**src/design/rrqs_pkg.sv**
```systemverilog
// Shared types and constants for the round-robin quantum scheduler.
// No dependencies; rrqs_flags and the scheduler import this package.
package rrqs_pkg;

  localparam int MAX_SLOTS = 16;
  localparam int SLOT_W    = $clog2(MAX_SLOTS);
  localparam int COUNT_W   = $clog2(MAX_SLOTS + 1);
  localparam int PID_W     = 16;
  localparam int BURST_W   = 15;
  localparam int DATA_W    = PID_W + BURST_W;
  localparam int LINK_W    = 2 * SLOT_W;

  localparam logic [COUNT_W-1:0] SLOT_LIMIT = COUNT_W'(MAX_SLOTS);

  localparam logic [1:0] CMD_ADD   = 2'd0;
  localparam logic [1:0] CMD_FULL  = 2'd1;
  localparam logic [1:0] CMD_PART  = 2'd2;
  localparam logic [1:0] CMD_CLRIO = 2'd3;

  localparam logic [1:0] ST_OK    = 2'd0;
  localparam logic [1:0] ST_FULL  = 2'd1;
  localparam logic [1:0] ST_EMPTY = 2'd2;
  localparam logic [1:0] ST_RANGE = 2'd3;

  localparam logic CFG_MAX_PROC = 1'b0;
  localparam logic CFG_QUANTUM  = 1'b1;

  localparam logic [2:0] FLAG_NONE   = 3'd0;
  localparam logic [2:0] FLAG_ALLOC  = 3'd1;
  localparam logic [2:0] FLAG_FREE   = 3'd2;
  localparam logic [2:0] FLAG_IO_SET = 3'd3;
  localparam logic [2:0] FLAG_IO_CLR = 3'd4;

  // Link word layout: next slot in the upper half, previous slot in the lower.
  localparam logic [LINK_W-1:0] LINK_NEXT_MASK = {{SLOT_W{1'b1}}, {SLOT_W{1'b0}}};
  localparam logic [LINK_W-1:0] LINK_PREV_MASK = {{SLOT_W{1'b0}}, {SLOT_W{1'b1}}};
  localparam logic [LINK_W-1:0] LINK_ALL_MASK  = {LINK_W{1'b1}};

  typedef struct packed {
    logic [1:0]         cmd;
    logic [PID_W-1:0]   new_pid;
    logic [BURST_W-1:0] new_burst;
    logic [BURST_W-1:0] partial_time;
    logic [SLOT_W-1:0]  io_slot;
  } req_t;

  typedef struct packed {
    logic [1:0]         status;
    logic [SLOT_W-1:0]  slot;
    logic [PID_W-1:0]   current_pid;
    logic [BURST_W-1:0] current_burst;
    logic               current_in_io;
    logic               finished;
    logic [PID_W-1:0]   finished_pid;
    logic [COUNT_W-1:0] process_count;
  } rsp_t;

  typedef struct packed {
    logic [2:0]        op;
    logic [SLOT_W-1:0] idx;
  } flag_cmd_t;

endpackage

```
**src/design/rrqs_ram.sv**
```systemverilog
// Generic synchronous RAM with one bit-masked write port and one read port.
// Read data is registered. No dependencies.
module rrqs_ram #(
  parameter int WIDTH = 8,
  parameter int DEPTH = 16
) (
  input  logic                     clk,
  input  logic                     we,
  input  logic [$clog2(DEPTH)-1:0] waddr,
  input  logic [WIDTH-1:0]         wdata,
  input  logic [WIDTH-1:0]         wmask,
  input  logic                     re,
  input  logic [$clog2(DEPTH)-1:0] raddr,
  output logic [WIDTH-1:0]         rdata
);

  logic [WIDTH-1:0] mem [DEPTH];

  always_ff @(posedge clk) begin
    if (we) begin
      for (int i = 0; i < WIDTH; i++) begin
        if (wmask[i]) begin
          mem[waddr][i] <= wdata[i];
        end
      end
    end
    if (re) begin
      rdata <= mem[raddr];
    end
  end

endmodule

```
**src/design/rrqs_flags.sv**
```systemverilog
// Per-slot valid and I/O flags with the lowest-free-slot finder.
// Depends on rrqs_pkg.
module rrqs_flags import rrqs_pkg::*; (
  input  logic                  clk,
  input  logic                  rst,
  input  flag_cmd_t             cmd,
  output logic [MAX_SLOTS-1:0]  slot_valid,
  output logic [MAX_SLOTS-1:0]  slot_io,
  output logic [SLOT_W-1:0]     free_idx,
  output logic                  free_any
);

  always_ff @(posedge clk) begin
    if (rst) begin
      slot_valid <= '0;
      slot_io    <= '0;
    end else begin
      unique case (cmd.op)
        FLAG_ALLOC: begin
          slot_valid[cmd.idx] <= 1'b1;
          slot_io[cmd.idx]    <= 1'b0;
        end
        FLAG_FREE: begin
          slot_valid[cmd.idx] <= 1'b0;
          slot_io[cmd.idx]    <= 1'b0;
        end
        FLAG_IO_SET: slot_io[cmd.idx] <= 1'b1;
        FLAG_IO_CLR: slot_io[cmd.idx] <= 1'b0;
        default: ;
      endcase
    end
  end

  always_comb begin
    free_idx = '0;
    free_any = 1'b0;
    for (int i = MAX_SLOTS - 1; i >= 0; i--) begin
      if (!slot_valid[i]) begin
        free_idx = SLOT_W'(i);
        free_any = 1'b1;
      end
    end
  end

endmodule

```
**src/design/round_robin_quantum_scheduler.sv**
```systemverilog
// Round-robin time-slice scheduler over a ring of sixteen process slots.
// Depends on rrqs_pkg, rrqs_ram and rrqs_flags.

// Process ids and bursts live in one RAM and the ring's next/previous links
// in a second RAM, both with one write port and a registered read; valid and
// I/O flags are flip-flops. One request is handled at a time and returns one
// response, and the next request is accepted once that response is loaded.
// The single write port of the link RAM splices one link per cycle, so an add
// into a non-empty ring writes links in S_ADD_L, S_ADD_P and S_ADD_N, and a
// run that removes a process other than the last writes the second link in
// S_REM_P. Every request but a run on an empty ring reads the current slot in
// S_RDCUR for the response. The next request is taken while a response still
// waits on the output; a response that is still held then delays the one after.
module round_robin_quantum_scheduler import rrqs_pkg::*; (
  input  logic        clk,
  input  logic        rst,
  input  logic        req_valid,
  output logic        req_stall,
  input  req_t        req,
  output logic        rsp_valid,
  input  logic        rsp_stall,
  output rsp_t        rsp,
  input  logic        cfg_valid,
  output logic        cfg_ready,
  input  logic        cfg_index,
  input  logic [14:0] cfg_data
);

  localparam logic [3:0] S_IDLE  = 4'd0;
  localparam logic [3:0] S_ADD_L = 4'd1;
  localparam logic [3:0] S_ADD_P = 4'd2;
  localparam logic [3:0] S_ADD_N = 4'd3;
  localparam logic [3:0] S_SKIP  = 4'd4;
  localparam logic [3:0] S_EXEC  = 4'd5;
  localparam logic [3:0] S_REM_P = 4'd6;
  localparam logic [3:0] S_RDCUR = 4'd7;
  localparam logic [3:0] S_CAP   = 4'd8;

  logic [3:0]         state, state_next;
  logic [SLOT_W-1:0]  cur, cur_next;
  logic [SLOT_W-1:0]  tail, tail_next;
  logic [COUNT_W-1:0] live, live_next;
  logic [COUNT_W-1:0] maxp;
  logic [BURST_W-1:0] quant;
  logic               rsp_valid_next;

  req_t               req_q;
  logic [SLOT_W-1:0]  n_slot, n_slot_next;
  logic [SLOT_W-1:0]  h_slot, h_slot_next;
  logic [SLOT_W-1:0]  nx_slot, nx_slot_next;
  logic [SLOT_W-1:0]  pv_slot, pv_slot_next;
  logic [1:0]         st, st_next;
  logic               added, added_next;
  logic               fin, fin_next;
  logic [PID_W-1:0]   fin_pid, fin_pid_next;
  logic               rsp_load;

  logic               d_we, d_re;
  logic [SLOT_W-1:0]  d_waddr, d_raddr;
  logic [DATA_W-1:0]  d_wdata, d_rdata;
  logic               l_we, l_re;
  logic [SLOT_W-1:0]  l_waddr, l_raddr;
  logic [LINK_W-1:0]  l_wdata, l_wmask, l_rdata;

  flag_cmd_t              fcmd;
  logic [MAX_SLOTS-1:0]   slot_valid;
  logic [MAX_SLOTS-1:0]   slot_io;
  logic [SLOT_W-1:0]      free_idx;
  logic                   free_any;

  logic [PID_W-1:0]   rd_pid;
  logic [BURST_W-1:0] rd_burst;
  logic [SLOT_W-1:0]  rd_next, rd_prev;
  logic [COUNT_W-1:0] limit;
  logic [BURST_W-1:0] burst_left;

  rrqs_ram #(.WIDTH(DATA_W), .DEPTH(MAX_SLOTS)) u_data_ram (
    .clk   (clk),
    .we    (d_we),
    .waddr (d_waddr),
    .wdata (d_wdata),
    .wmask ({DATA_W{1'b1}}),
    .re    (d_re),
    .raddr (d_raddr),
    .rdata (d_rdata)
  );

  rrqs_ram #(.WIDTH(LINK_W), .DEPTH(MAX_SLOTS)) u_link_ram (
    .clk   (clk),
    .we    (l_we),
    .waddr (l_waddr),
    .wdata (l_wdata),
    .wmask (l_wmask),
    .re    (l_re),
    .raddr (l_raddr),
    .rdata (l_rdata)
  );

  rrqs_flags u_flags (
    .clk        (clk),
    .rst        (rst),
    .cmd        (fcmd),
    .slot_valid (slot_valid),
    .slot_io    (slot_io),
    .free_idx   (free_idx),
    .free_any   (free_any)
  );

  assign rd_pid     = d_rdata[DATA_W-1 -: PID_W];
  assign rd_burst   = d_rdata[BURST_W-1:0];
  assign rd_next    = l_rdata[LINK_W-1 -: SLOT_W];
  assign rd_prev    = l_rdata[SLOT_W-1:0];
  assign limit      = (maxp > SLOT_LIMIT) ? SLOT_LIMIT : maxp;
  assign burst_left = rd_burst - quant;
  assign req_stall  = (state != S_IDLE);
  assign cfg_ready  = 1'b1;
  assign rsp_load   = (state == S_CAP) && (!rsp_valid || !rsp_stall);

  always_comb begin
    state_next     = state;
    cur_next       = cur;
    tail_next      = tail;
    live_next      = live;
    n_slot_next    = n_slot;
    h_slot_next    = h_slot;
    nx_slot_next   = nx_slot;
    pv_slot_next   = pv_slot;
    st_next        = st;
    added_next     = added;
    fin_next       = fin;
    fin_pid_next   = fin_pid;
    rsp_valid_next = rsp_valid && rsp_stall;
    d_we           = 1'b0;
    d_waddr        = cur;
    d_wdata        = d_rdata;
    d_re           = 1'b0;
    d_raddr        = cur;
    l_we           = 1'b0;
    l_waddr        = cur;
    l_wdata        = '0;
    l_wmask        = LINK_ALL_MASK;
    l_re           = 1'b0;
    l_raddr        = cur;
    fcmd.op        = FLAG_NONE;
    fcmd.idx       = cur;

    unique case (state)
      S_IDLE: begin
        if (req_valid) begin
          st_next      = ST_OK;
          added_next   = 1'b0;
          fin_next     = 1'b0;
          fin_pid_next = '0;
          case (req.cmd)
            CMD_ADD: begin
              if (live >= limit || !free_any) begin
                st_next    = ST_FULL;
                state_next = S_RDCUR;
              end else begin
                d_we        = 1'b1;
                d_waddr     = free_idx;
                d_wdata     = {req.new_pid, req.new_burst};
                fcmd.op     = FLAG_ALLOC;
                fcmd.idx    = free_idx;
                n_slot_next = free_idx;
                added_next  = 1'b1;
                if (live == '0) begin
                  l_we       = 1'b1;
                  l_waddr    = free_idx;
                  l_wdata    = {free_idx, free_idx};
                  cur_next   = free_idx;
                  tail_next  = free_idx;
                  live_next  = live + 1'b1;
                  state_next = S_RDCUR;
                end else begin
                  l_re       = 1'b1;
                  l_raddr    = tail;
                  state_next = S_ADD_L;
                end
              end
            end
            CMD_FULL, CMD_PART: begin
              if (live == '0) begin
                st_next    = ST_EMPTY;
                state_next = S_CAP;
              end else if (slot_io[cur]) begin
                l_re       = 1'b1;
                state_next = S_SKIP;
              end else begin
                l_re       = 1'b1;
                d_re       = 1'b1;
                state_next = S_EXEC;
              end
            end
            default: begin
              fcmd.op    = FLAG_IO_CLR;
              fcmd.idx   = req.io_slot;
              state_next = S_RDCUR;
            end
          endcase
        end
      end
      S_ADD_L: begin
        l_we        = 1'b1;
        l_waddr     = n_slot;
        l_wdata     = {rd_next, tail};
        h_slot_next = rd_next;
        state_next  = S_ADD_P;
      end
      S_ADD_P: begin
        l_we       = 1'b1;
        l_waddr    = h_slot;
        l_wdata    = {n_slot, n_slot};
        l_wmask    = LINK_PREV_MASK;
        state_next = S_ADD_N;
      end
      S_ADD_N: begin
        l_we       = 1'b1;
        l_waddr    = tail;
        l_wdata    = {n_slot, n_slot};
        l_wmask    = LINK_NEXT_MASK;
        tail_next  = n_slot;
        live_next  = live + 1'b1;
        state_next = S_RDCUR;
      end
      S_SKIP: begin
        cur_next   = rd_next;
        state_next = S_RDCUR;
      end
      S_EXEC: begin
        nx_slot_next = rd_next;
        pv_slot_next = rd_prev;
        state_next   = S_RDCUR;
        if (req_q.cmd == CMD_FULL) begin
          if (rd_burst >= quant && burst_left != '0) begin
            d_we     = 1'b1;
            d_wdata  = {rd_pid, burst_left};
            cur_next = rd_next;
          end else begin
            fin_next     = 1'b1;
            fin_pid_next = rd_pid;
            fcmd.op      = FLAG_FREE;
            live_next    = live - 1'b1;
            if (live == COUNT_W'(1)) begin
              cur_next  = '0;
              tail_next = '0;
            end else begin
              if (tail == cur) begin
                tail_next = rd_prev;
              end
              cur_next   = rd_next;
              l_we       = 1'b1;
              l_waddr    = rd_prev;
              l_wdata    = {rd_next, rd_next};
              l_wmask    = LINK_NEXT_MASK;
              state_next = S_REM_P;
            end
          end
        end else begin
          if (req_q.partial_time >= rd_burst || req_q.partial_time >= quant) begin
            st_next = ST_RANGE;
          end else begin
            if (rd_burst >= quant) begin
              fcmd.op = FLAG_IO_SET;
            end
            d_we    = 1'b1;
            d_wdata = {rd_pid, rd_burst - req_q.partial_time};
          end
        end
      end
      S_REM_P: begin
        l_we       = 1'b1;
        l_waddr    = nx_slot;
        l_wdata    = {pv_slot, pv_slot};
        l_wmask    = LINK_PREV_MASK;
        state_next = S_RDCUR;
      end
      S_RDCUR: begin
        d_re       = 1'b1;
        state_next = S_CAP;
      end
      S_CAP: begin
        if (rsp_load) begin
          rsp_valid_next = 1'b1;
          state_next     = S_IDLE;
        end
      end
      default: state_next = S_IDLE;
    endcase
  end

  always_ff @(posedge clk) begin
    if (rst) begin
      state     <= S_IDLE;
      cur       <= '0;
      tail      <= '0;
      live      <= '0;
      maxp      <= COUNT_W'(MAX_SLOTS);
      quant     <= BURST_W'(4);
      rsp_valid <= 1'b0;
    end else begin
      state     <= state_next;
      cur       <= cur_next;
      tail      <= tail_next;
      live      <= live_next;
      rsp_valid <= rsp_valid_next;
      if (cfg_valid) begin
        unique case (cfg_index)
          CFG_MAX_PROC: maxp  <= cfg_data[COUNT_W-1:0];
          CFG_QUANTUM:  quant <= cfg_data;
          default: ;
        endcase
      end
    end
  end

  always_ff @(posedge clk) begin
    if (state == S_IDLE && req_valid) begin
      req_q <= req;
    end
    n_slot  <= n_slot_next;
    h_slot  <= h_slot_next;
    nx_slot <= nx_slot_next;
    pv_slot <= pv_slot_next;
    st      <= st_next;
    added   <= added_next;
    fin     <= fin_next;
    fin_pid <= fin_pid_next;
    if (rsp_load) begin
      rsp.status        <= st;
      rsp.slot          <= added ? n_slot : cur;
      rsp.current_pid   <= (live != '0) ? rd_pid : '0;
      rsp.current_burst <= (live != '0) ? rd_burst : '0;
      rsp.current_in_io <= (live != '0) && slot_io[cur];
      rsp.finished      <= fin;
      rsp.finished_pid  <= fin_pid;
      rsp.process_count <= live;
    end
  end

  assert property (@(posedge clk) disable iff (rst) live <= SLOT_LIMIT)
    else $error("Process count exceeds the number of slots.");

  assert property (@(posedge clk) disable iff (rst)
    (state == S_IDLE) |-> ($countones(slot_valid) == int'(live)))
    else $error("Valid slot flags disagree with the process count.");

  assert property (@(posedge clk) disable iff (rst)
    (state == S_IDLE && live == '0) |-> (cur == '0 && tail == '0))
    else $error("Empty ring does not have current and tail at slot zero.");

endmodule
```
**config.mk**
```make
export PLATFORM = sky130hd
export DESIGN_NAME = round_robin_quantum_scheduler
export DESIGN_NICKNAME = d
export VERILOG_FILES = /design/src/design/rrqs_pkg.sv /design/src/design/rrqs_ram.sv /design/src/design/rrqs_flags.sv /design/src/design/round_robin_quantum_scheduler.sv
export SDC_FILE = /design/constraint.sdc
export NUM_CORES = 1
export LEC_CHECK = 0
export ABC_AREA = 0
export BUFFER_PORTS_ARGS = -buffer_cell sky130_fd_sc_hd__buf_4
export CAP_MARGIN = 15
export CELL_PAD_IN_SITES_DETAIL_PLACEMENT = 2
export CELL_PAD_IN_SITES_GLOBAL_PLACEMENT = 2
export CORE_ASPECT_RATIO = 2
export CORE_MARGIN = 5
export CORE_UTILIZATION = 46
export CTS_CLUSTER_DIAMETER = 50
export DETAILED_ROUTE_END_ITERATION = 8
export PLACE_DENSITY = 0.9
export SLEW_MARGIN = 5
export SYNTH_ARGS = -nofsm -noshare
export SYNTH_HDL_FRONTEND = slang
export SYNTH_SLANG_ARGS = --single-unit
```
**constraint.sdc**
```tcl
create_clock -name clk -period 7.9 [get_ports clk]
set_clock_uncertainty 0.05 [all_clocks]
set_input_delay 1.58 -clock clk [delete_from_list [all_inputs] [get_ports clk]]
set_output_delay 1.58 -clock clk [all_outputs]
set_load 0.05 [all_outputs]
```
; Yosys cells after proc, flatten, opt, wreduce, memory -nomap -nowiden
; Memories as Yosys holds them, arrays and structs flattened. A register that Yosys moved wholly into a read port is not among the register bits.
; Cells that the tools add are included.
[op_classes]
addsub = 4
magnitude_cmp = 8
n_eq_ne = 27
mux = 184
bitwise_logic = 7
n_reduce_logical = 39
[op_table]
columns = cell, count
row1 = 4-bit 2-to-1 mux, 51
row2 = 16-bit case mux with 2 select lines, 3
row3 = 31-bit 2-to-1 mux, 3
row4 = 1-bit 2-to-1 mux, 75
row5 = 31-bit case mux with 2 select lines, 1
row6 = 8-bit 2-to-1 mux, 7
row7 = 16-bit 2-to-1 mux, 3
row8 = 15-bit >= comparator, 3
row9 = 15-bit 2-to-1 mux, 3
row10 = 5-bit 2-to-1 mux, 8
row11 = 8-bit case mux with 5 select lines, 1
row12 = 16-bit bitwise AND, 2
row13 = 16-bit OR, 2
row14 = 15-bit subtractor, 2
row15 = 4-bit case mux with 7 select lines, 1
row16 = 4-bit case mux with 3 select lines, 2
row17 = 4-bit case mux with 6 select lines, 1
row18 = 8-bit case mux with 3 select lines, 1
row19 = "4-bit by 3-bit == test with 1-bit output, second input constant", 4
row20 = "2-bit != test, second input constant", 8
row21 = 16-bit inverter, 1
row22 = 5-bit case mux with 3 select lines, 1
row23 = 15-bit nonzero test, 1
row24 = 7-bit case mux with 2 select lines, 1
row25 = other kinds (46), 84
[word_totals]
reg_bits = 183
ram_bits = 624
in_bits = 73
output_inout_bits = 63
memories = 2
[memory_table]
columns = memory, depth, width, rd, rd_clocked_by_memory_dff, write_ports, line
row1 = u_data_ram.mem, 16, 31, 1, 1, 1, rrqs_ram.sv:17  ; logic [WIDTH-1:0] mem [DEPTH];
row2 = u_link_ram.mem, 16, 8, 1, 1, 1, rrqs_ram.sv:17

; Depth between registers and ports, before layout
; Gate-level depths: netlist of run 1.
[depth]
ltp_word = 29
mapped_depth = 15
depth_no_buf = 13

; Modules after synthesis
; A second synthesis of run 1 with hierarchy kept.
[unflattened]
cells_unflattened = 2982
area_unflattened_um2 = 38628.3
[modules_own_cells]
columns = mod, instances, cells_per_inst, area_each_um2, seq_area_each_um2
row1 = rrqs_ram at u_data_ram, 1, 1420, 21834.7, 15825.2
row2 = round_robin_quantum_scheduler, 1, 1002, 9482.8, 4154.0
row3 = rrqs_ram at u_link_ram, 1, 373, 5764.3, 4083.9
row4 = rrqs_flags, 1, 187, 1546.5, 640.6

; Worst setup path after synthesis of run 1
; OpenSTA, ideal clock, no wires.
[synth_timing]
kind = input to register
start = input port req_valid
end = memory u_data_ram.mem[4][0] (netlist bit) (enable)
t_arrival_ps = 5513
slack_ps = 1879
cell_stages = 9
path_buffers = 1
path_cell_list = nand2_1 -> inv_1 -> nand2_1 -> inv_1 -> clkbuf_1 -> mux2_2 -> inv_1 -> nand2_1 -> nor3_1
[synth_via]
elab_chain_cells = 4
elab_cells_between_ends = 6
[synth_lines]
columns = item, line
row1 = from (decl), round_robin_quantum_scheduler.sv:17  ; input logic req_valid,
row2 = 1-bit 2-to-1 mux, round_robin_quantum_scheduler.sv:149  ; if (req_valid) begin
row3 = 1-bit case mux with 2 select lines, round_robin_quantum_scheduler.sv:147  ; unique case (state)
row4 = 1-bit 2-to-1 mux, rrqs_ram.sv:20  ; if (we) begin
row5 = 1-bit 2-to-1 mux (not written as such), rrqs_ram.sv:23  ; mem[waddr][i] <= wdata[i];
row6 = to (decl), rrqs_ram.sv:17
; Parallel ways exist; a longest one is shown, timed or not.

; Worst setup path after layout of run 1
[layout_timing]
start = register u_data_ram.rdata[0] (read register of u_data_ram.mem)
end = memory u_data_ram.mem[9][6] (netlist bit) (enable)
[layout_via]
elab_chain_cells = 8
elab_cells_between_ends = 12
[layout_lines]
columns = item, line
row1 = from (decl), rrqs_ram.sv:14  ; output logic [WIDTH-1:0] rdata
row2 = 15-bit subtractor, round_robin_quantum_scheduler.sv:114  ; assign burst_left = rd_burst - quant;
row3 = 15-bit nonzero test, round_robin_quantum_scheduler.sv:235  ; if (rd_burst >= quant && burst_left != '0) begin
row4 = 1-bit logical AND, round_robin_quantum_scheduler.sv:235
row5 = 1-bit 2-to-1 mux, round_robin_quantum_scheduler.sv:235
row6 = 1-bit 2-to-1 mux *, round_robin_quantum_scheduler.sv:234  ; if (req_q.cmd == CMD_FULL) begin
row7 = 1-bit case mux with 2 select lines *, round_robin_quantum_scheduler.sv:147
row8 = 1-bit 2-to-1 mux *, rrqs_ram.sv:20
row9 = 1-bit 2-to-1 mux (not written as such) *, rrqs_ram.sv:23
; Every way passes the cells marked *; elsewhere a longest branch is shown, timed or not.

==> impl_metrics.toml, run 1 <==
[logic_synthesis]
yosys.cell_types.count = 82
synthFlopType = "edfxtp_1"
netlist_area_um2 = 36500
ys_ff_latch = 846
syn_inst = 2317
synth.avg_cell_area_um2 = 15.8
synth.area.top_cells = "edfxtp_1 (64%), mux4_2 (9.9%), dfxtp_1 (3.8%), ha_1 (1.9%), nand2_1 (1.9%)"
yosysTopAreaCell = "edfxtp_1"
async_flop_share_pct = 0
synth_edf_count = 776
synth_warnings = 0
ys_seq_area_share_pct = 67.6
syn_nets = 2447
synth_top_area_share_pct = 63.8

[clocking]
insertion_delay_ns = 0.70
cts_buffers = 76
clock_sinks = 846
holdBufCountCts = 0
cts_setup_buffers = 0
h-tree-depth = 3
cts_tree = "yes"
cts_root_buffer = "clkbuf_16"
path_clk_slew_ns = 0.07
cts_buffer_depth = 3
cts_resized = 0

[grt]
track_usage_pct = 32.0
grt_max_degree = 75
overflow = 0
grt_pass1_wl_um = 198000
grt_pass1_vias = 26271
antenna_found_initial = 11

[floorplanning]
die_w_um = 209
std_cell_rows = 146
io_pins = 136
die_h_um = 409
core_um2 = 79100
initial_utilization_pct = 46.2
dieArea_um2 = 85500

[cells_and_area]
fillers = 6993
stdcell_area_um2 = 41600
drive_gt1_share_pct = 22.1
area_delta_synth_final_pct = 13.8
nets = 2605
post-route-util_pct = 52.6

[drt]
finalWirelength_um = 139000
dr.pass1.iters = 5
first_iter_violations = 2663
wl_per_cell_um = 38.9
vias = 24188
route.detailed.drc = 0
via_per_inst = 6.76
postRouteAntennaNets = 0

[sta]
final_hold_viol_count = 0
min_period_ns = 6.32
setup_viol = 0
slew_headroom_pct = 17.4
finalMaxSlewViolations = 0
tns_ns = 0
hold_ws_ns = 0.371
period_share_pct = 80.0
fmax_mhz = 158
worst_pin_slew_ns = 1.23
rsz0062_at_grt = "false"

[placement]
placed_cell_area_um2 = 39000
gp_congestion = 0.923
portBuffers = 134
dpl.hpwl_um = 89300

[pwr]
p_per_area_nw_per_um2 = 325
ir_drop_uv = 226
p_leak_uw = 0.0140

[critical_path]
required_ns = 8.20
ff2ff_setup_slack_ns = 1.58
endpoint_kind = "register"
cp_max_fo = 20
arrival_ns = 6.62
worstSetupPathType = "register to register"
startpoint_type = "register"
reg2reg_depth = 14
r2r_end = "u_data_ram.mem[9][6]"
r2r_start = "u_data_ram.rdata[0]"

[hold_path]
min_path_cells = 0
hold_end = "rsp[58]"
min-delay-start = "st[0]"
hold_path.class = "register to register"

[job]
maxCapViolations = 0

[outcome]
status = "complete, no violations"
==> cells in the final DEF, fill, tap and decap left out, types with 38 or more instances in the layout <==
master	instances
nor4_1	38
buf_4	196
edfxtp_1	776
nor2_1	76
dfxtp_1	66
mux4_2	160
ha_1	55
mux2i_1	64
clkbuf_16	79
o211ai_1	39
o21ai_0	64
nand2_1	183
inv_1	74
a21oi_1	82
==> cell type report <==
class / count / area [um^2] / share of cell area [%]
Antenna cell: 7 / 17.5 / 0.0421
Clock buffer: 95 / 2070 / 4.98
Clock inverter: 44 / 358 / 0.860
Inverter: 76 / 285 / 0.686
Multi-Input combinational cell: 1272 / 11200 / 27.0
Sequential cell: 846 / 24700 / 59.4
Tap cell: 1036 / 1300 / 3.12
Timing Repair Buffer: 203 / 1610 / 3.87
==> cells in the mapped netlist, types with 5 or more instances <==
cell and count:
and3_1 26, mux2i_1 66, xor2_1 12, a21o_1 16, dfxtp_1 70, a21oi_1 83
mux4_2 160, nand3_1 36, xnor2_1 21, o211a_1 8, o21a_1 13, clkbuf_1 89
a31oi_1 25, nor3_1 36, ha_1 55, a211oi_1 24, o211ai_1 39, buf_2 9
edfxtp_1 776, or3_1 8, o221ai_1 5, nor2b_1 18, nand2_1 183, a221oi_1 11
nor2_1 82, buf_1 20, nand4_1 21, mux2_2 30, nand2b_1 29, a221o_1 8
nor4_1 39, a22oi_1 11, inv_1 75, o21ai_0 66, a211o_1 15, and2_1 36
==> registers in the layout, indices dropped and copies added, names as in the netlist, named ones only <==
name              cells
state                 4
quant                15
n_slot                4
fin                   1
nx_slot               4
tail                  4
h_slot                4
maxp                  5
added                 1
u_link_ram.mem      128
u_link_ram.rdata      8
rsp_valid             1
u_data_ram.rdata     31
fin_pid              16
pv_slot               4
st                    2
rsp                  60
cur                   4
u_data_ram.mem      496
req_q                17
live                  5
==> worst max-delay path, cell delays in order, from the launching register on <==
cell and delay [ns]:
edfxtp_1 0.45, inv_1 0.21, ha_1 0.21, inv_1 0.06, fa_1 0.41, a21o_1 0.25
a221oi_2 0.59, o221ai_1 0.29, mux2_2 0.34, a211oi_1 0.43, nand3_4 0.36, a21boi_0 0.89
o32a_1 0.78, nor2_4 0.27, buf_4 0.34
==> routing by layer <==
layer | track usage (%) | vias to the layer above | wire length, um
met5 | 0 | - | 0
met4 | 18.9 | 0 | 10000
met3 | 5.69 | 514 | 9700
met2 | 56.7 | 1525 | 72500
met1 | 35.9 | 12638 | 47000
li1 | - | 9511 | -
==> how the worst max path moves through the flow <==
stage / start / end / depth (start not counted)
floorplan: req_valid / u_data_ram.mem[4][0] / 9
global placement: req_valid / u_data_ram.mem[7][6] / 10
detailed placement: req_valid / u_link_ram.mem[9][6] / 11
CTS: u_data_ram.rdata[0] / u_data_ram.mem[4][0] / 13
global route: u_data_ram.rdata[0] / u_data_ram.mem[9][11] / 14
finish: u_data_ram.rdata[0] / u_data_ram.mem[9][6] / 14
==> stage by stage <==
step	worst slack (ns)	cells	power, uW
5_1_grt	1.57	3575	13900
6_report	1.58	3579	13500
4_1_cts	1.57	3562	13500
3_5_place_dp	1.58	3423	9560
2_1_floorplan	1.88	2317	8000
3_3_place_gp	2.16	3422	9160
==> power by group <==
group | internal [uW] | switching [uW]
clock network | 1990 | 1830
logic | 1220 | 2720
registers | 5490 | 266
total | 8700 | 4810
==> cells by family after synthesis <==
logic type	share of synthesized area, %
other	0.0103
DFF	67.6
buffers and inverters	2.16
xor gates and xnor gates	0.791
and+or+nand+nor	7.30
adders and majority gates	1.99
muxes	12.6
AOI/OAI and AO/OA	7.54
Power figures use the tool's default switching activity.
==> run 2, diff against run 1 <==
Settings changed: CORE_UTILIZATION 46 to 42, PLACE_DENSITY 0.9 to 0.87.
Clock period 7.9 ns to 5.58 ns, I/O delays scaled along.
==> run 2 against run 1 <==
The flow now finishes with violations (setup timing). Setup slack worse by 1.6 ns. Global-route usage down 3.3 points. Register-to-register slack worse by 1.6 ns. Clock power is 49% higher. Critical path type unchanged. Critical endpoint is now u_link_ram.mem[0][1]. Largest cell class unchanged. Highest routed layer is now met5.
==> impl_metrics.toml, run 2 (synthesis gave the netlist of run 1 again) <==
[clocking]
h-tree-depth = 3
cts_buffers = 79
path_clk_slew_ns = 0.07
insertion_delay_ns = 0.71
clock_sinks = 846
cts_buffer_depth = 3
cts_root_buffer = "clkbuf_16"
cts_tree = "yes"
holdBufCountCts = 0

[cells_and_area]
area_delta_synth_final_pct = 15.1
drive_gt1_share_pct = 22.9
fillers = 7896
largest_reg_flops = 496
top_regs = "u_data_ram.mem x496, u_link_ram.mem x128, rsp x60"
seq_area_um2 = 24700
regMostFlops = "u_data_ram.mem"
nets = 2622
final_cells = 3720
multi_input_area_um2 = 11300
layout_common_cells = "edfxtp_1 (776), buf_4 (210), nand2_1 (183), mux4_2 (160), clkbuf_16 (83)"
final_common_cell = "edfxtp_1"

[critical_path]
worst_path_largest_cell_delay_ns = 1.03
critPathBufInv = 2
arrival_ns = 5.86
crit_top_cell = "inv_1"
worstSetupPathType = "register to register"
cp_top_family = "compound AO/OA/AOI/OAI gates"
startpoint_type = "register"
crit_chain = "inv_1, ha_1, inv_1, fa_1, a21o_1, a221oi_2, o221ai_1, mux2_2, a211oi_1, nand3_4, a2111o_1, o311a_2, nor4_1"
endpoint_kind = "register"
required_ns = 5.86
cp_max_fo = 16
cp_slowest_cell = "nor4_1"

[outcome]
violations = "setup timing"
status = "finished with violations"

[pwr]
ir_drop_uv = 315
p_leak_uw = 0.0142
power_uw = 19400
comb_power_share_pct = 28.5
p_switching_uw = 6810
p_per_area_nw_per_um2 = 461
clkPwrFrac_pct = 29.3
swShare_pct = 35.1
p_int_uw = 12600
power_frac_seq_pct = 42.1

[sta]
worst_pin_slew_ns = 1.22
slew_headroom_pct = 18.5
tns_ns = -0.00237
period_share_pct = 100
finalMaxSlewViolations = 0
setup_viol = 1
setup_ws_ns = -0.00237
min_period_ns = 5.58
fmax_mhz = 179
rsz0062_at_grt = "true"
hold_ws_ns = 0.372
final_hold_viol_count = 0

[drt]
dr.pass1.iters = 5
postRouteAntennaNets = 0
wl_per_cell_um = 36.0
finalWirelength_um = 134000
route.detailed.drc = 0
vias = 23912
wl_met2_um = 69800
wl_met3_um = 8310
first_iter_violations = 2113
met1Wirelength_um = 47900
via_per_inst = 6.43
highest_layer = "met5"

[floorplanning]
std_cell_rows = 153
dieArea_um2 = 93400
io_pins = 136
die_h_um = 427
die_w_um = 219
initial_utilization_pct = 42.1
core_um2 = 86700

[placement]
dpl.hpwl_um = 89600
portBuffers = 134
gp_congestion = 0.909
dp_cells = 3570

[hold_path]
hold_path.class = "register to register"

[grt]
overflow = 0
grt_max_degree = 132
grt_pass1_wl_um = 194000
grt_pass1_vias = 26076
track_usage_pct = 28.7
antenna_found_initial = 7

[job]
maxCapViolations = 0
-- run 2: worst reg2reg max path, delay by kind of cell (launching register included) --
family | cells | cell delay, ns
adder cells (fa/ha/maj) | 2 | 0.60
flip-flops | 1 | 0.38
AO/OA/AOI/OAI | 6 | 2.35
buffers and inverters | 2 | 0.19
AND/OR/NAND/NOR | 2 | 1.32
multiplexers | 1 | 0.32
-- run 2: worst paths after layout --
| path | startpoint | to | slack [ns] | cells after the start |
|---|---|---|---|---|
| worst max-delay path | u_data_ram.rdata[0] | u_link_ram.mem[0][1] | -0.002 | 13 |
| worst max register to register | u_data_ram.rdata[0] | u_link_ram.mem[0][1] | -0.002 | 13 |
| worst min-delay path | fin | rsp[21] | 0.37 | 0 |
| worst min register to register | fin | rsp[21] | 0.37 | 0 |
-- run 2: per-layer routing --
metal	vias to the layer above	global-route usage, %
li1	9550	-
met1	12704	32.9
met2	1268	51.2
met3	388	5.05
met4	2	14.7
met5	-	0
-- run 2: per-stage QoR --
| step | area [um^2] | util (%) | setup WS, ns |
|---|---|---|---|
| final | 42100 | 48.5 | -0.00237 |
| after global routing | 42000 | 48.5 | -0.0930 |
| after CTS | 42000 | 48.4 | 0.000235 |
| after detailed placement | 39300 | 45.4 | -0.0854 |
| after global placement | 39300 | 45.3 | 0.445 |
| after floorplan | 36500 | - | -0.164 |
-- run 2: repair_timing --
item	in CTS	in global routing
setup endpoints to repair	25	44
buffers inserted	0	0
gates resized for setup	3	4
-- run 2: final cells by class --
cell class / count / area share [%]
Clock buffer: 100 / 5.21
Sequential cell: 846 / 58.8
Antenna cell: 3 / 0.0179
Inverter: 76 / 0.678
Tap cell: 1162 / 3.46
Timing Repair Buffer: 217 / 4.06
Multi-Input combinational cell: 1272 / 26.8
Clock inverter: 44 / 1.03
-- run 2: power by group through the flow --
| stage | clock, uW | sequential, uW | combinational, uW |
|---|---|---|---|
| 3_3_place_gp | 0 | 8220 | 4850 |
| 6_report | 5690 | 8180 | 5540 |
| 4_1_cts | 5780 | 8160 | 5440 |
| 2_1_floorplan | 0 | 8130 | 3210 |
| 5_1_grt | 6080 | 8190 | 5730 |
| 3_5_place_dp | 0 | 8270 | 5280 |
==> run 3, diff against run 2 <==
Settings changed: PLACE_DENSITY 0.87 to not set, PLACE_DENSITY_LB_ADDON set to 0.1.
==> run 3 against run 2 <==
The flow now finishes without violations. Count of clock-buffer cells in the layout decreased by 10. Non-clock buffer count is 12 higher. Worst hold slack got worse by 0.011 ns. Die area did not move. Cell area increased by 0.24%. Maximum frequency rose by 5.5%. Core utilization is 0.11 points higher. Critical endpoint is now u_link_ram.mem[11][2]. Largest cell class unchanged. Largest power group unchanged. Highest routed layer is now met4.
==> impl_metrics.toml, run 3 (synthesis gave the netlist of run 1 again) <==
[sta]
finalMaxSlewViolations = 0
fmax_mhz = 189
final_hold_viol_count = 0
slew_headroom_pct = 20.5
worst_pin_slew_ns = 1.18
setup_viol = 0
tns_ns = 0
min_period_ns = 5.29
period_share_pct = 94.8
rsz0062_at_grt = "false"

[clocking]
cts_resized = 0
cts_buffers = 79
path_clk_slew_ns = 0.07
cts_root_buffer = "clkbuf_16"
h-tree-depth = 3
clock_sinks = 846
cts_setup_buffers = 0
insertion_delay_ns = 0.67
cts_buffer_depth = 3
cts_tree = "yes"
holdBufCountCts = 0

[critical_path]
r2r_end = "u_link_ram.mem[11][2]"
startpoint_type = "register"
required_ns = 5.81
cp_max_fo = 16
reg2reg_depth = 13
r2r_start = "u_data_ram.rdata[0]"
worstSetupPathType = "register to register"
endpoint_kind = "register"
arrival_ns = 5.52
ff2ff_setup_slack_ns = 0.29

[pwr]
p_per_area_nw_per_um2 = 450
power_frac_seq_pct = 42.6
p_int_uw = 12600
p_switching_uw = 6410
ir_drop_uv = 273
p_leak_uw = 0.0142
clkPwrFrac_pct = 29.6
swShare_pct = 33.7
comb_power_share_pct = 27.9

[hold_path]
min_path_cells = 0
min-delay-start = "fin_pid[2]"
hold_end = "rsp[7]"
hold_path.class = "register to register"

[placement]
gp_congestion = 0.871
portBuffers = 134
dp_cells = 3584
dpl.hpwl_um = 85300

[drt]
first_iter_violations = 1606
postRouteAntennaNets = 0
vias = 22510
dr.pass1.iters = 5
finalWirelength_um = 122000
wl_per_cell_um = 32.7
route.detailed.drc = 0
via_per_inst = 6.03

[cells_and_area]
layout_common_cells = "edfxtp_1 (776), buf_4 (221), nand2_1 (183), mux4_2 (160), a21oi_1 (82)"
post-route-util_pct = 48.6
largest_reg_flops = 496
final_common_cell = "edfxtp_1"
nets = 2634
regMostFlops = "u_data_ram.mem"
top_regs = "u_data_ram.mem x496, u_link_ram.mem x128, rsp x60"
final_cells = 3732
area_delta_synth_final_pct = 15.4
drive_gt1_share_pct = 23.1

[floorplanning]
initial_utilization_pct = 42.1
die_h_um = 427
core_um2 = 86700
dieArea_um2 = 93400
die_w_um = 219
io_pins = 136
std_cell_rows = 153

[grt]
antenna_found_initial = 4
track_usage_pct = 26.2
grt_pass1_vias = 25293
overflow = 0
grt_max_degree = 86
grt_pass1_wl_um = 178000

[outcome]
status = "complete, no violations"

[job]
maxCapViolations = 0
==> run 3: cell count changes in the layout (fill, tap and decap cells not counted), moves of 2 or more <==
| cell | previous run | this run |
|---|---|---|
| clkinv_8 | 1 | 3 |
| clkbuf_1 | 12 | 10 |
| nor4_2 | 10 | 4 |
| nor4_1 | 33 | 39 |
| clkinv_16 | 0 | 2 |
| bufinv_16 | 5 | 8 |
| inv_8 | 0 | 2 |
| clkbuf_16 | 83 | 80 |
| buf_4 | 210 | 221 |
| inv_6 | 6 | 2 |
| inv_16 | 3 | 0 |
| clkinv_1 | 11 | 14 |
| clkinv_2 | 11 | 15 |
| clkbuf_8 | 5 | 0 |
==> run 3: worst max path at each step <==
stage                             start                    end  slack [ns]  cells after the start
finish              u_data_ram.rdata[0]  u_link_ram.mem[11][2]        0.29                     13
global route        u_data_ram.rdata[0]  u_link_ram.mem[11][2]        0.01                     13
CTS                 u_data_ram.rdata[0]  u_link_ram.mem[11][2]        0.24                     13
detailed placement  u_data_ram.rdata[0]  u_link_ram.mem[11][3]        0.28                     13
global placement    u_data_ram.rdata[0]  u_link_ram.mem[11][1]        0.34                     13
floorplan           u_data_ram.rdata[0]  u_data_ram.mem[14][0]       -0.16                     14
==> run 3: power groups by stage <==
stage                     clock network (uW)  registers [uW]  logic (uW)
after floorplan                            0            8130        3210
after global placement                     0            8200        5070
after detailed placement                   0            8220        5290
after CTS                               5750            8090        5350
after global routing                    6050            8110        5610
final                                   5610            8080        5290
==> run 3: layout make-up <==
class | instances | area [um^2]
fill | 8084 | 44600
clock inverter | 55 | 589
inverter | 76 | 285
multi-input combinational | 1272 | 11200
tap | 1162 | 1450
sequential | 846 | 24700
clock buffer | 90 | 2040
timing repair buffer | 229 | 1830
antenna | 2 | 5.00
==> run 3: stage by stage <==
stage	worst slack, ns	instance area, um^2	hold WS [ns]	power, uW
finish	0.288	42200	0.362	19000
global route	0.0106	42100	0.378	19800
CTS	0.240	42100	0.365	19200
detailed placement	0.279	39500	0.355	13500
global placement	0.340	39400	0.355	13300
floorplan	-0.164	36500	0.350	11300
==> run 3: critical path, cell delays in order (launching register included) <==
cell	delay, ns
edfxtp_1	0.36
inv_1	0.12
ha_1	0.18
inv_1	0.06
fa_1	0.40
a21o_1	0.25
a221o_1	0.37
a311o_1	0.37
a221o_1	0.35
a211oi_4	0.32
nand3_4	0.27
a2111o_1	0.53
o311a_2	0.28
nor4_1	0.99
==> run 3: layer usage <==
layer  global-route usage, %  vias to the layer above  routed length, um  part of all wire (%)
li1                        -                     9572                  -                     -
met1                    28.8                    12003              43100                    35
met2                    50.4                      692              68600                    56
met3                    3.48                      243               4710                   3.9
met4                    10.6                        0               5770                   4.7
met5                       0                        -                  0                     0
